`src/sbcr_pkg.sv`:
```
// Shared types, command codes and helpers for the sphere/box collision resolver.
// Used by sbcr_ctrl, sbcr_dp and the top level.
package sbcr_pkg;

  // Register addresses (word index taken from paddr[2])
  localparam logic RegRadius = 1'b0;
  localparam logic RegLift   = 1'b1;

  localparam logic [30:0] RadiusRst = 31'd32768;
  localparam logic [15:0] LiftRst   = 16'd7;

  localparam int unsigned SqrtIters = 32;
  localparam int unsigned DivIters  = 17;

  // Datapath operations
  typedef enum logic [4:0] {
    OP_NONE,
    OP_LOAD,
    OP_GROUND,
    OP_MUL_SQ,
    OP_ACC_SQ,
    OP_MUL_R2,
    OP_MISS,
    OP_SQRT_INIT,
    OP_SQRT_STEP,
    OP_DIV_INIT,
    OP_DIV_STEP,
    OP_DIV_END,
    OP_NORM_UP,
    OP_MUL_PUSH,
    OP_ADD_PUSH,
    OP_MUL_DOT,
    OP_ACC_DOT,
    OP_MUL_VEL,
    OP_ADD_VEL,
    OP_BOX_END,
    OP_OUT
  } op_e;

  typedef struct packed {
    op_e        op;
    logic [1:0] axis;
  } cmd_t;

  typedef struct packed {
    logic hit;
    logic dist_zero;
    logic vn_neg;
    logic out_busy;
  } sts_t;

  // Saturate a signed value to the 32-bit range
  function automatic logic signed [31:0] sat32(input logic signed [37:0] v);
    logic signed [31:0] r;
    if (v > 38'sh007FFFFFFF) r = 32'sh7FFFFFFF;
    else if (v < -38'sh0080000000) r = 32'sh80000000;
    else r = v[31:0];
    return r;
  endfunction

endpackage

```
`src/sbcr_ctrl.sv`:
```
// Sequencer for the collision resolver: walks one item through the datapath.
// Depends on sbcr_pkg.
module sbcr_ctrl import sbcr_pkg::*; (
  input  logic clk_i,
  input  logic rst_ni,
  input  logic s_valid_i,
  input  logic action_i,
  output logic s_ready_o,
  input  sts_t sts_i,
  output cmd_t cmd_o
);

  typedef enum logic [21:0] {
    S_IDLE      = 22'h000001,
    S_GROUND    = 22'h000002,
    S_SQ_MUL    = 22'h000004,
    S_SQ_ACC    = 22'h000008,
    S_R2_MUL    = 22'h000010,
    S_CMP       = 22'h000020,
    S_MISS      = 22'h000040,
    S_SQRT_INIT = 22'h000080,
    S_SQRT      = 22'h000100,
    S_DIV_INIT  = 22'h000200,
    S_DIV       = 22'h000400,
    S_DIV_END   = 22'h000800,
    S_NORM_UP   = 22'h001000,
    S_PUSH_MUL  = 22'h002000,
    S_PUSH_ADD  = 22'h004000,
    S_DOT_MUL   = 22'h008000,
    S_DOT_ACC   = 22'h010000,
    S_VN        = 22'h020000,
    S_VEL_MUL   = 22'h040000,
    S_VEL_ADD   = 22'h080000,
    S_BOX_END   = 22'h100000,
    S_OUT       = 22'h200000
  } state_e;

  state_e     state_q, state_d;
  logic [1:0] axis_q, axis_d;
  logic [4:0] cnt_q, cnt_d;
  op_e        op;

  assign s_ready_o = (state_q == S_IDLE);
  assign cmd_o.op   = op;
  assign cmd_o.axis = axis_q;

  always_comb begin
    state_d = state_q;
    axis_d  = axis_q;
    cnt_d   = cnt_q;
    op      = OP_NONE;
    case (state_q)
      S_IDLE: begin
        if (s_valid_i) begin
          op     = OP_LOAD;
          axis_d = 2'd0;
          state_d = action_i ? S_SQ_MUL : S_GROUND;
        end
      end
      S_GROUND: begin
        op = OP_GROUND;
        state_d = S_OUT;
      end
      S_SQ_MUL: begin
        op = OP_MUL_SQ;
        state_d = S_SQ_ACC;
      end
      S_SQ_ACC: begin
        op = OP_ACC_SQ;
        if (axis_q == 2'd2) begin
          state_d = S_R2_MUL;
        end else begin
          axis_d = axis_q + 2'd1;
          state_d = S_SQ_MUL;
        end
      end
      S_R2_MUL: begin
        op = OP_MUL_R2;
        state_d = S_CMP;
      end
      S_CMP: begin
        state_d = sts_i.hit ? S_SQRT_INIT : S_MISS;
      end
      S_MISS: begin
        op = OP_MISS;
        state_d = S_OUT;
      end
      S_SQRT_INIT: begin
        op = OP_SQRT_INIT;
        cnt_d = '0;
        state_d = S_SQRT;
      end
      S_SQRT: begin
        op = OP_SQRT_STEP;
        if (cnt_q == 5'(SqrtIters - 1)) begin
          axis_d = 2'd0;
          state_d = S_DIV_INIT;
        end else begin
          cnt_d = cnt_q + 5'd1;
        end
      end
      S_DIV_INIT: begin
        if (sts_i.dist_zero) begin
          state_d = S_NORM_UP;
        end else begin
          op = OP_DIV_INIT;
          cnt_d = '0;
          state_d = S_DIV;
        end
      end
      S_DIV: begin
        op = OP_DIV_STEP;
        if (cnt_q == 5'(DivIters - 1)) state_d = S_DIV_END;
        else cnt_d = cnt_q + 5'd1;
      end
      S_DIV_END: begin
        op = OP_DIV_END;
        if (axis_q == 2'd2) begin
          axis_d = 2'd0;
          state_d = S_PUSH_MUL;
        end else begin
          axis_d = axis_q + 2'd1;
          state_d = S_DIV_INIT;
        end
      end
      S_NORM_UP: begin
        op = OP_NORM_UP;
        axis_d = 2'd0;
        state_d = S_PUSH_MUL;
      end
      S_PUSH_MUL: begin
        op = OP_MUL_PUSH;
        state_d = S_PUSH_ADD;
      end
      S_PUSH_ADD: begin
        op = OP_ADD_PUSH;
        if (axis_q == 2'd2) begin
          axis_d = 2'd0;
          state_d = S_DOT_MUL;
        end else begin
          axis_d = axis_q + 2'd1;
          state_d = S_PUSH_MUL;
        end
      end
      S_DOT_MUL: begin
        op = OP_MUL_DOT;
        state_d = S_DOT_ACC;
      end
      S_DOT_ACC: begin
        op = OP_ACC_DOT;
        if (axis_q == 2'd2) begin
          axis_d = 2'd0;
          state_d = S_VN;
        end else begin
          axis_d = axis_q + 2'd1;
          state_d = S_DOT_MUL;
        end
      end
      S_VN: begin
        state_d = sts_i.vn_neg ? S_VEL_MUL : S_BOX_END;
      end
      S_VEL_MUL: begin
        op = OP_MUL_VEL;
        state_d = S_VEL_ADD;
      end
      S_VEL_ADD: begin
        op = OP_ADD_VEL;
        if (axis_q == 2'd2) begin
          state_d = S_BOX_END;
        end else begin
          axis_d = axis_q + 2'd1;
          state_d = S_VEL_MUL;
        end
      end
      S_BOX_END: begin
        op = OP_BOX_END;
        state_d = S_OUT;
      end
      S_OUT: begin
        if (!sts_i.out_busy) begin
          op = OP_OUT;
          state_d = S_IDLE;
        end
      end
      default: begin
        state_d = S_IDLE;
      end
    endcase
  end

  always_ff @(posedge clk_i or negedge rst_ni) begin
    if (!rst_ni) begin
      state_q <= S_IDLE;
      axis_q  <= '0;
      cnt_q   <= '0;
    end else begin
      state_q <= state_d;
      axis_q  <= axis_d;
      cnt_q   <= cnt_d;
    end
  end

endmodule

```
`config.mk`:
```
export PLATFORM = sky130hd
export DESIGN_NAME = sbcr_ctrl
export DESIGN_NICKNAME = d
export VERILOG_FILES = /design/src/sbcr_pkg.sv /design/src/sbcr_ctrl.sv
export SDC_FILE = /design/constraint.sdc
export NUM_CORES = 1
export LEC_CHECK = 0
export ABC_AREA = 0
export BUFFER_PORTS_ARGS = -buffer_cell sky130_fd_sc_hd__buf_2
export CAP_MARGIN = 25
export CELL_PAD_IN_SITES_DETAIL_PLACEMENT = 0
export CELL_PAD_IN_SITES_GLOBAL_PLACEMENT = 1
export CORE_MARGIN = 2
export CORE_UTILIZATION = 49
export DETAILED_ROUTE_END_ITERATION = 10
export GPL_TIMING_DRIVEN = 0
export MAX_ROUTING_LAYER = met4
export PLACE_DENSITY_LB_ADDON = 0.1
export SYNTH_ARGS = -nofsm -noshare
export SYNTH_HDL_FRONTEND = slang
export SYNTH_SLANG_ARGS = --single-unit
```
`constraint.sdc`:
```
create_clock -name clk_i -period 4.83 [get_ports clk_i]
set_clock_uncertainty 0.05 [all_clocks]
set_input_delay 0.2415 -clock clk_i [delete_from_list [all_inputs] [get_ports clk_i]]
set_output_delay 0.2415 -clock clk_i [all_outputs]
set_load 0.005 [all_outputs]
```
== Yosys cells after proc, flatten, opt, wreduce, memory -nomap -nowiden ==
Cells that the tools add are included.

* Register bits after elaboration: 29

* $add $sub $neg: 2
* Eq/ne operators: 33
* Muxes and demuxes: 27
* Reductions and logical operators: 8

{| class="wikitable"
|+ Operators by type and width
! kind !! count
|-
| case mux 22 bit (20 select lines) || 1
|-
| case mux 5 bit (20 select lines) || 1
|-
| two-way mux 22 bit || 4
|-
| two-way mux 21 bit || 2
|-
| two-way mux 5 bit || 5
|-
| == test 22 x 1 -> 1 bit (second input constant) || 1
|-
| == test 22 x 10 -> 1 bit (second input constant) || 1
|-
| == test 22 x 11 -> 1 bit (second input constant) || 1
|-
| == test 22 x 12 -> 1 bit (second input constant) || 1
|-
| == test 22 x 13 -> 1 bit (second input constant) || 1
|-
| == test 22 x 14 -> 1 bit (second input constant) || 1
|-
| == test 22 x 15 -> 1 bit (second input constant) || 1
|-
| == test 22 x 16 -> 1 bit (second input constant) || 1
|-
| == test 22 x 17 -> 1 bit (second input constant) || 1
|-
| == test 22 x 18 -> 1 bit (second input constant) || 1
|-
| == test 22 x 19 -> 1 bit (second input constant) || 1
|-
| == test 22 x 2 -> 1 bit (second input constant) || 1
|-
| == test 22 x 20 -> 1 bit (second input constant) || 1
|-
| == test 22 x 21 -> 1 bit (second input constant) || 1
|-
| == test 22 bit (second input constant) || 1
|-
| == test 22 x 3 -> 1 bit (second input constant) || 1
|-
| == test 22 x 4 -> 1 bit (second input constant) || 1
|-
| == test 22 x 5 -> 1 bit (second input constant) || 1
|-
| == test 22 x 6 -> 1 bit (second input constant) || 1
|-
| other kinds (24) || 38
|}

== Logic depth before layout (Yosys ltp) ==
Gate-level depths: netlist of the first run.

* Depth in word-level cells: 4
* Gate-level depth with buffers: 9
* Depth with buffers taken out: 8

== Worst setup path before layout of the first run ==
OpenSTA, ideal clock, no wires.

* Path type: reg2reg
* From: reg state_q[18]
* To: reg cnt_q[3]
* Setup time: 78 ps
* Data arrival time: 2729 ps
* Setup slack: 1972 ps
* Cell stages (with the launch flop): 9
* Path buffers: 2
* Period minus slack after synthesis: 2858 ps
* Cells stage by stage: dfrtp_1 -> buf_6 -> or4_4 -> or3_4 -> or4_1 -> a221o_1 -> buf_6 -> or3_1 -> a21oi_1

* Word-level cells in the longest chain between the ends: 3

{| class="wikitable"
|+ RTL lines
! item !! line !! RTL
|-
| start, declared || sbcr_ctrl.sv:38 || <nowiki>state_e state_q, state_d;</nowiki>
|-
| start signal, assigned || sbcr_ctrl.sv:197 || <nowiki>state_q <= state_d;</nowiki>
|-
| == test 22 x 11 -> 1 bit (tied with other cells) || sbcr_ctrl.sv:52 || <nowiki>case (state_q)</nowiki>
|-
| nonzero test 4 bit (no line) or != test 2 bit (tied branches) || n/a ||
|-
| AND reduction 4 bit (no line) || n/a ||
|-
| end signal, assigned || sbcr_ctrl.sv:199 || <nowiki>cnt_q <= cnt_d;</nowiki>
|-
| end, declared || sbcr_ctrl.sv:40 || <nowiki>logic [4:0] cnt_q, cnt_d;</nowiki>
|}

Parallel ways exist; a longest one is shown, timed or not.
A chain may end at the register's enable or synchronous reset.

==> impl_metrics.toml, run 1 <==
[power]
power.leakage_nw = 1.07
power_density_mw_per_mm2 = 370
peakVddDrop_uv = 168
power_w = 0.000850

[clocking]
cts_buffer_depth = 2
cts_made_buffers = 5
clockRootBuffer = "clkbuf_8"
h-tree-depth = 2
path_clk_slew_ns = 0.07
clkSinkCount = 29
cts_tree = "built"
insertion_delay_ns = 0.29

[synth]
synth_enable_flop_cells = 0
synth_fp_nets = 248
synth_most_common_cell = "dfrtp_1"
syn_avg_cell_area_sq_um = 8.76
yosys-top-cells-area = "dfrtp_1, ha_1, nand2_1, nor4b_1, nor4_1"
ys_seq_elements = 29
synth_area_leader_cell = "dfrtp_1"
synth_commonest_cells = "dfrtp_1, nand2_1, nor2_1, inv_1, nor4_1"
seq_area_frac_synth = 0.354
netlist_area_sq_mm = 0.00205
yosys_warnings = 0
async_flop_share = 1.00
synth_ff_type = "dfrtp_1"
yosysUniqueCellTypes = 54
syn_inst = 234
synth_top_area_share = 0.342

[sta]
setup-violations-final = 0
fmax_ghz = 0.262
hold_ws_ns = 0.0646
post-route-min-period_ns = 3.81
maxSlewViolCount = 0
fin_tns_setup_ns = 0
timing.final.crit_share = 0.789
rsz0062_at_grt = "no"
hold_viol_final = 0
maxSlewHeadroom = 0.292
fin_ws_ns = 1.02
worst-slew-pin-transition_ns = 1.04

[place]
post-place-ws_ns = 1.40
hpwl_mm = 4.20
port-buffer-count = 15
place.gp.congestion = 0.889

[detailed_routing]
drc = 0
drt_iter0_drc = 200
detail-route-antenna-nets = 0
drtPass1Iterations = 5
vias_per_cell = 6.36
routedWlPerCell_um = 18.0
route.vias.total = 1960
finalWirelength_mm = 5.55

[floorplan]
row_count = 23
die_area_sq_mm = 0.00472
core_area_sq_mm = 0.00400
die_w_um = 68.7
io_pins = 16
die_h_um = 68.7
start_util = 0.513

[hold_path]
hold_path.class = "primary input to flop"

[status]
status = "finished, final reports clean"

[worst_setup_path]
crit_top_cell = "or4_1"
start_kind = "flop"
path_class = "flop to primary output"
worst-path-max-fanout = 9
worstPathArrival_ns = 3.52
critPathMaxStageDelay_ns = 0.77
crit_required_ns = 4.54
cp-end-kind = "primary output"
crit_chain = "clkbuf_1 -> or4_1 -> nor4_1 -> nand2_1 -> or4_1 -> and3_1 -> o311ai_0 -> buf_2"
cp_slowest_cell = "nor4_1"

[grt]
grt_pass1_vias = 1775
gr-usage-met2 = 0.397
grt_antenna_before_repair = 0
grt_overflow_total = 0
grt_util_all_layers = 0.269
grt_busiest_layer = "met2"
grt_max_degree = 30
globalRouteMet1Util = 0.366
grtUsageMet3 = 0.0617
grt_pass1_wl_mm = 8.91

[layout]
nFillCells = 384
fin_util = 0.575
drive_gt1_frac = 0.171
diodes = 0
syn_to_final_growth_pct = 12.1
nets = 271

[run]
drv_cap = 0
what timing repair did:
item                      CTS  global route
hold endpoints to repair   28             0
resized for setup           0             0
hold buffers                1             0
buffers inserted            0             0
report_power, final:
part           total (W)  internal, W  switching (W)
combinational   0.000340     0.000126       0.000214
clock           0.000227     0.000129      0.0000981
sequential      0.000283     0.000264      0.0000193
total           0.000850     0.000519       0.000331
state kept, by name, indices dropped and copies added, names as in the netlist:
register	flops
axis_q	2
cnt_q	5
state_q	22
worst max-delay path, delay by kind of cell (launching register included):
family          cells  cell delay, ns
compound gates      1            0.09
buf+inv             2            0.37
simple gates        5            2.41
flops               1            0.36
metal layers:
metal | part of all wire | vias to the layer above | wire length, um
li1 | - | 949 | -
met4 | 0.016 | 0 | 90
met1 | 0.45 | 928 | 2510
met2 | 0.46 | 76 | 2520
met3 | 0.076 | 7 | 419
met5 | 0 | - | 0
metrics by stage:
step | std cells | area, sq um
4_1_cts | 308 | 2300
6_report | 308 | 2300
2_1_floorplan | 234 | 2050
3_3_place_gp | 299 | 2190
3_5_place_dp | 299 | 2190
5_1_grt | 308 | 2300
layout make-up:
class,count,area [sq um],area share
Clock inverter,1,5.00,0.00218
Buffer,11,58.8,0.0256
Inverter,11,41.3,0.0180
Timing Repair Buffer,16,85.1,0.0370
Tap cell,50,62.6,0.0272
Sequential cell,29,727,0.316
Multi-Input combinational cell,183,1220,0.532
Clock buffer,7,96.3,0.0419
logic make-up after synthesis:
kind of cell | after synthesis | synth area share
buffers and inverters | 22 | 0.0488
AOI/OAI and AO/OA | 36 | 0.126
muxes | 3 | 0.0146
and+or+nand+nor | 133 | 0.398
xor gates and xnor gates | 5 | 0.0214
DFF | 29 | 0.354
adders and majority gates | 6 | 0.0366
final timing paths:
path	startpoint	endpoint	slack, ns	cells past startpoint
setup / recovery	state_q[8]	cmd_o[2]	1.02	8
hold / removal	action_i	state_q[1]	0.06	2
setup reg to reg	state_q[8]	axis_q[0]	1.57	7
hold reg to reg	cnt_q[4]	cnt_q[4]	0.47	2
max in group asynchronous	rst_ni	state_q[13]	3.81	2
min in group asynchronous	rst_ni	cnt_q[2]	0.48	2
cells in the final DEF (no fill, tap or decap), types with 7 or more instances in the layout:
cell type / count
nor4_1: 11
nand3_1: 9
and3_1: 7
nor4b_1: 8
nor2_1: 18
nand2_1: 19
buf_2: 16
clkbuf_8: 7
dfrtp_1: 28
nand4_1: 8
or4_1: 7
nor3_1: 8
o21ai_0: 7
inv_1: 11
No activity file was read; power rests on OpenSTA's default activity.
==> inputs of run 2 (changes only) <==
--- a/config.mk
+++ b/config.mk
@@ -5,13 +5,13 @@
 export SDC_FILE = /design/constraint.sdc
 export NUM_CORES = 1
 export LEC_CHECK = 0
-export ABC_AREA = 0
+export ABC_AREA = 1
 export BUFFER_PORTS_ARGS = -buffer_cell sky130_fd_sc_hd__buf_2
 export CAP_MARGIN = 25
 export CELL_PAD_IN_SITES_DETAIL_PLACEMENT = 0
 export CELL_PAD_IN_SITES_GLOBAL_PLACEMENT = 1
 export CORE_MARGIN = 2
-export CORE_UTILIZATION = 49
+export CORE_UTILIZATION = 39
 export DETAILED_ROUTE_END_ITERATION = 10
 export GPL_TIMING_DRIVEN = 0
 export MAX_ROUTING_LAYER = met4
==> constraint.sdc (replaced) <==
create_clock -name clk_i -period 3.4 [get_ports clk_i]
set_clock_uncertainty 0.05 [all_clocks]
set_input_delay 0.17 -clock clk_i [delete_from_list [all_inputs] [get_ports clk_i]]
set_output_delay 0.17 -clock clk_i [all_outputs]
set_load 0.005 [all_outputs]
==> run 2 against run 1 <==
The flow now finishes with violations (negative hold slack). Setup slack improved by 0.16 ns. First-iteration DRC count shrank 53%. Non-clock buffer count decreased by 8. Clock-buffer cell count unchanged. Final area up 6.3%. Area after synthesis is 6.0% higher.
==> impl_metrics.toml, run 2 <==
[status]
status = "finished with violations"
failed_checks = "negative hold slack"

[grt]
grt_pass1_vias = 1863
grt_antenna_before_repair = 0
grt_overflow_total = 0
grt_max_degree = 30
grt_util_all_layers = 0.199
grt_pass1_wl_mm = 9.14

[clocking]
clkSinkCount = 29
cts_buffer_depth = 2
insertion_delay_ns = 0.28
path_clk_slew_ns = 0.06
cts_made_buffers = 5
clockRootBuffer = "clkbuf_8"
cts_tree = "built"
h-tree-depth = 2
cts_resized = 0

[worst_setup_path]
crit_chain = "nor2_2 -> nand2_2 -> inv_1 -> nand2_1 -> nor2_4 -> nand2_1 -> nand2_1 -> nor2_1 -> o2111ai_1 -> buf_2"
crit_required_ns = 3.18
crit_top_cell = "nand2_1"
path_class = "flop to primary output"
cp-end-kind = "primary output"
critPathMaxStageDelay_ns = 0.55
worst-path-max-fanout = 6
crit_buf_inv = 2
start_kind = "flop"
worstPathArrival_ns = 2.00
critical-path-top-delay-family = "simple AND/OR/NAND/NOR gates"
cp_slowest_cell = "dfstp_2"

[layout]
reg_top3 = "state_q: 22 flops, cnt_q: 5 flops, axis_q: 2 flops"
drive_gt1_frac = 0.194
final_common_cell = "nand2_1"
syn_to_final_growth_pct = 12.5
seq_area_sq_um = 727
diodes = 0
layout_common_cells = "nand2_1, nor2_1, inv_1, nand3_1, dfrtp_1"
nFillCells = 563
largest_reg_flops = 22
nets = 359
regMostFlops = "state_q"
multiInputGateArea_sq_mm = 0.00122

[floorplan]
row_count = 27
die_area_sq_mm = 0.00619
start_util = 0.400
die_w_um = 78.7
die_h_um = 78.7
io_pins = 16
core_area_sq_mm = 0.00544

[sta]
worst-slew-pin-transition_ns = 0.667
fmax_ghz = 0.451
post-route-min-period_ns = 2.22
maxSlewHeadroom = 0.555
maxSlewViolCount = 0
rsz0062_at_grt = "no"
timing.final.crit_share = 0.653
hold_ws_ns = -0.00286
setup-violations-final = 0
fin_tns_setup_ns = 0
hold_viol_final = 1

[synth]
syn_avg_cell_area_sq_um = 6.77
synth_commonest_cells = "nand2_1, nor2_1, inv_1, nand3_1, dfrtp_1"
yosys_warnings = 0
async_flop_share = 1.00
syn_inst = 321
synth_area_leader_cell = "dfrtp_1"
synth_most_common_cell = "nand2_1"
yosysUniqueCellTypes = 28
yosys-top-cells-area = "dfrtp_1, nand2_1, nor2_1, nand3_1, inv_1"
synth_ff_type = "dfrtp_1"
ys_seq_elements = 29
netlist_area_sq_mm = 0.00217
synth_enable_flop_cells = 0
synth_top_area_share = 0.322
synth_fp_nets = 335
seq_area_frac_synth = 0.334

[power]
power_density_mw_per_mm2 = 616
power.leakage_nw = 1.38
peakVddDrop_uv = 350
power_w = 0.00150

[detailed_routing]
detail-route-antenna-nets = 0
drtPass1Iterations = 4
routedWlPerCell_um = 13.3
vias_per_cell = 4.83
drt_iter0_drc = 94
route.vias.total = 2015
drc = 0
finalWirelength_mm = 5.57

[place]
port-buffer-count = 15
hpwl_mm = 4.40
place.gp.congestion = 0.840

[hold_path]
hold_path.class = "primary input to flop"

[run]
drv_cap = 0
==> run 2: cell count changes in the layout (fill, tap and decap cells not counted), moves of 10 or more <==
cell / change
nor2_1: +33
nand2_1: +52
nor4_1: -11
nand2_2: +10
nor2_2: +12
nand3_1: +27
inv_1: +37
==> run 2: per-stage QoR <==
stage          utilization  cells  setup slack [ns]  instance area (sq um)  hold WS, ns
5_1_grt              0.450    417              1.03                   2440      0.00461
2_1_floorplan            -    321              1.80                   2170       -0.176
6_report             0.450    417              1.18                   2440     -0.00286
4_1_cts              0.450    417              1.19                   2440     0.000147
3_5_place_dp         0.430    408              1.50                   2340        0.199
3_3_place_gp         0.430    408              1.48                   2340        0.196
==> run 2: repair_timing <==
item,CTS,global route
setup buffers,0,0
hold buffers,2,0
endpoints found under the hold margin,29,0
==> run 2: cell type report <==
type	count	share of cell area
well taps	72	0.0368
plain buffers	2	0.00921
flip-flops and latches	29	0.297
repair buffers	17	0.0389
inverters	54	0.0829
multi-input cells	236	0.499
clock buffers	7	0.0353
==> run 2: power breakdown <==
group          internal [W]  switching, W
clock network      0.000160      0.000132
registers          0.000396     0.0000343
logic              0.000255      0.000527
==> run 2: per-layer routing <==
layer,global-route usage,vias to the layer above,part of all wire
met5,-,-,0
met1,0.271,922,0.51
met3,0.0379,6,0.034
met2,0.308,34,0.44
li1,-,1053,-
met4,0.0474,0,0.011
==> run 2: kinds of logic (layout without fill, tap and decap cells) <==
kind of cell,Yosys count,count (layout),share of synthesized area
flops,29,29,0.334
buf+inv,56,80,0.104
simple gates,208,208,0.470
fa+ha+maj,6,6,0.0345
compound gates,21,21,0.0535
xor+xnor,1,1,0.00403
==> run 2: worst register-to-register path, stage by stage (launching register included) <==
cell and delay, ns:
dfrtp_1 0.41, nor2_2 0.17, nand2_2 0.10, inv_1 0.12
nand2_1 0.12, nor2_4 0.18, nand2_1 0.17, nor2_1 0.19
nor2_2 0.10, inv_2 0.11, a21oi_1 0.06
==> run 2: final timing paths <==
check | startpoint | endpoint | slack [ns] | depth (start not counted)
max in group asynchronous | rst_ni | axis_q[0] | 2.47 | 2
max reg2reg | state_q[3] | state_q[9] | 1.51 | 10
min in group asynchronous | rst_ni | state_q[7] | 0.41 | 2
min | sts_i[3] | state_q[6] | -0.003 | 2
max | state_q[0] | cmd_o[4] | 1.18 | 10
min reg2reg | cnt_q[3] | cnt_q[3] | 0.47 | 2
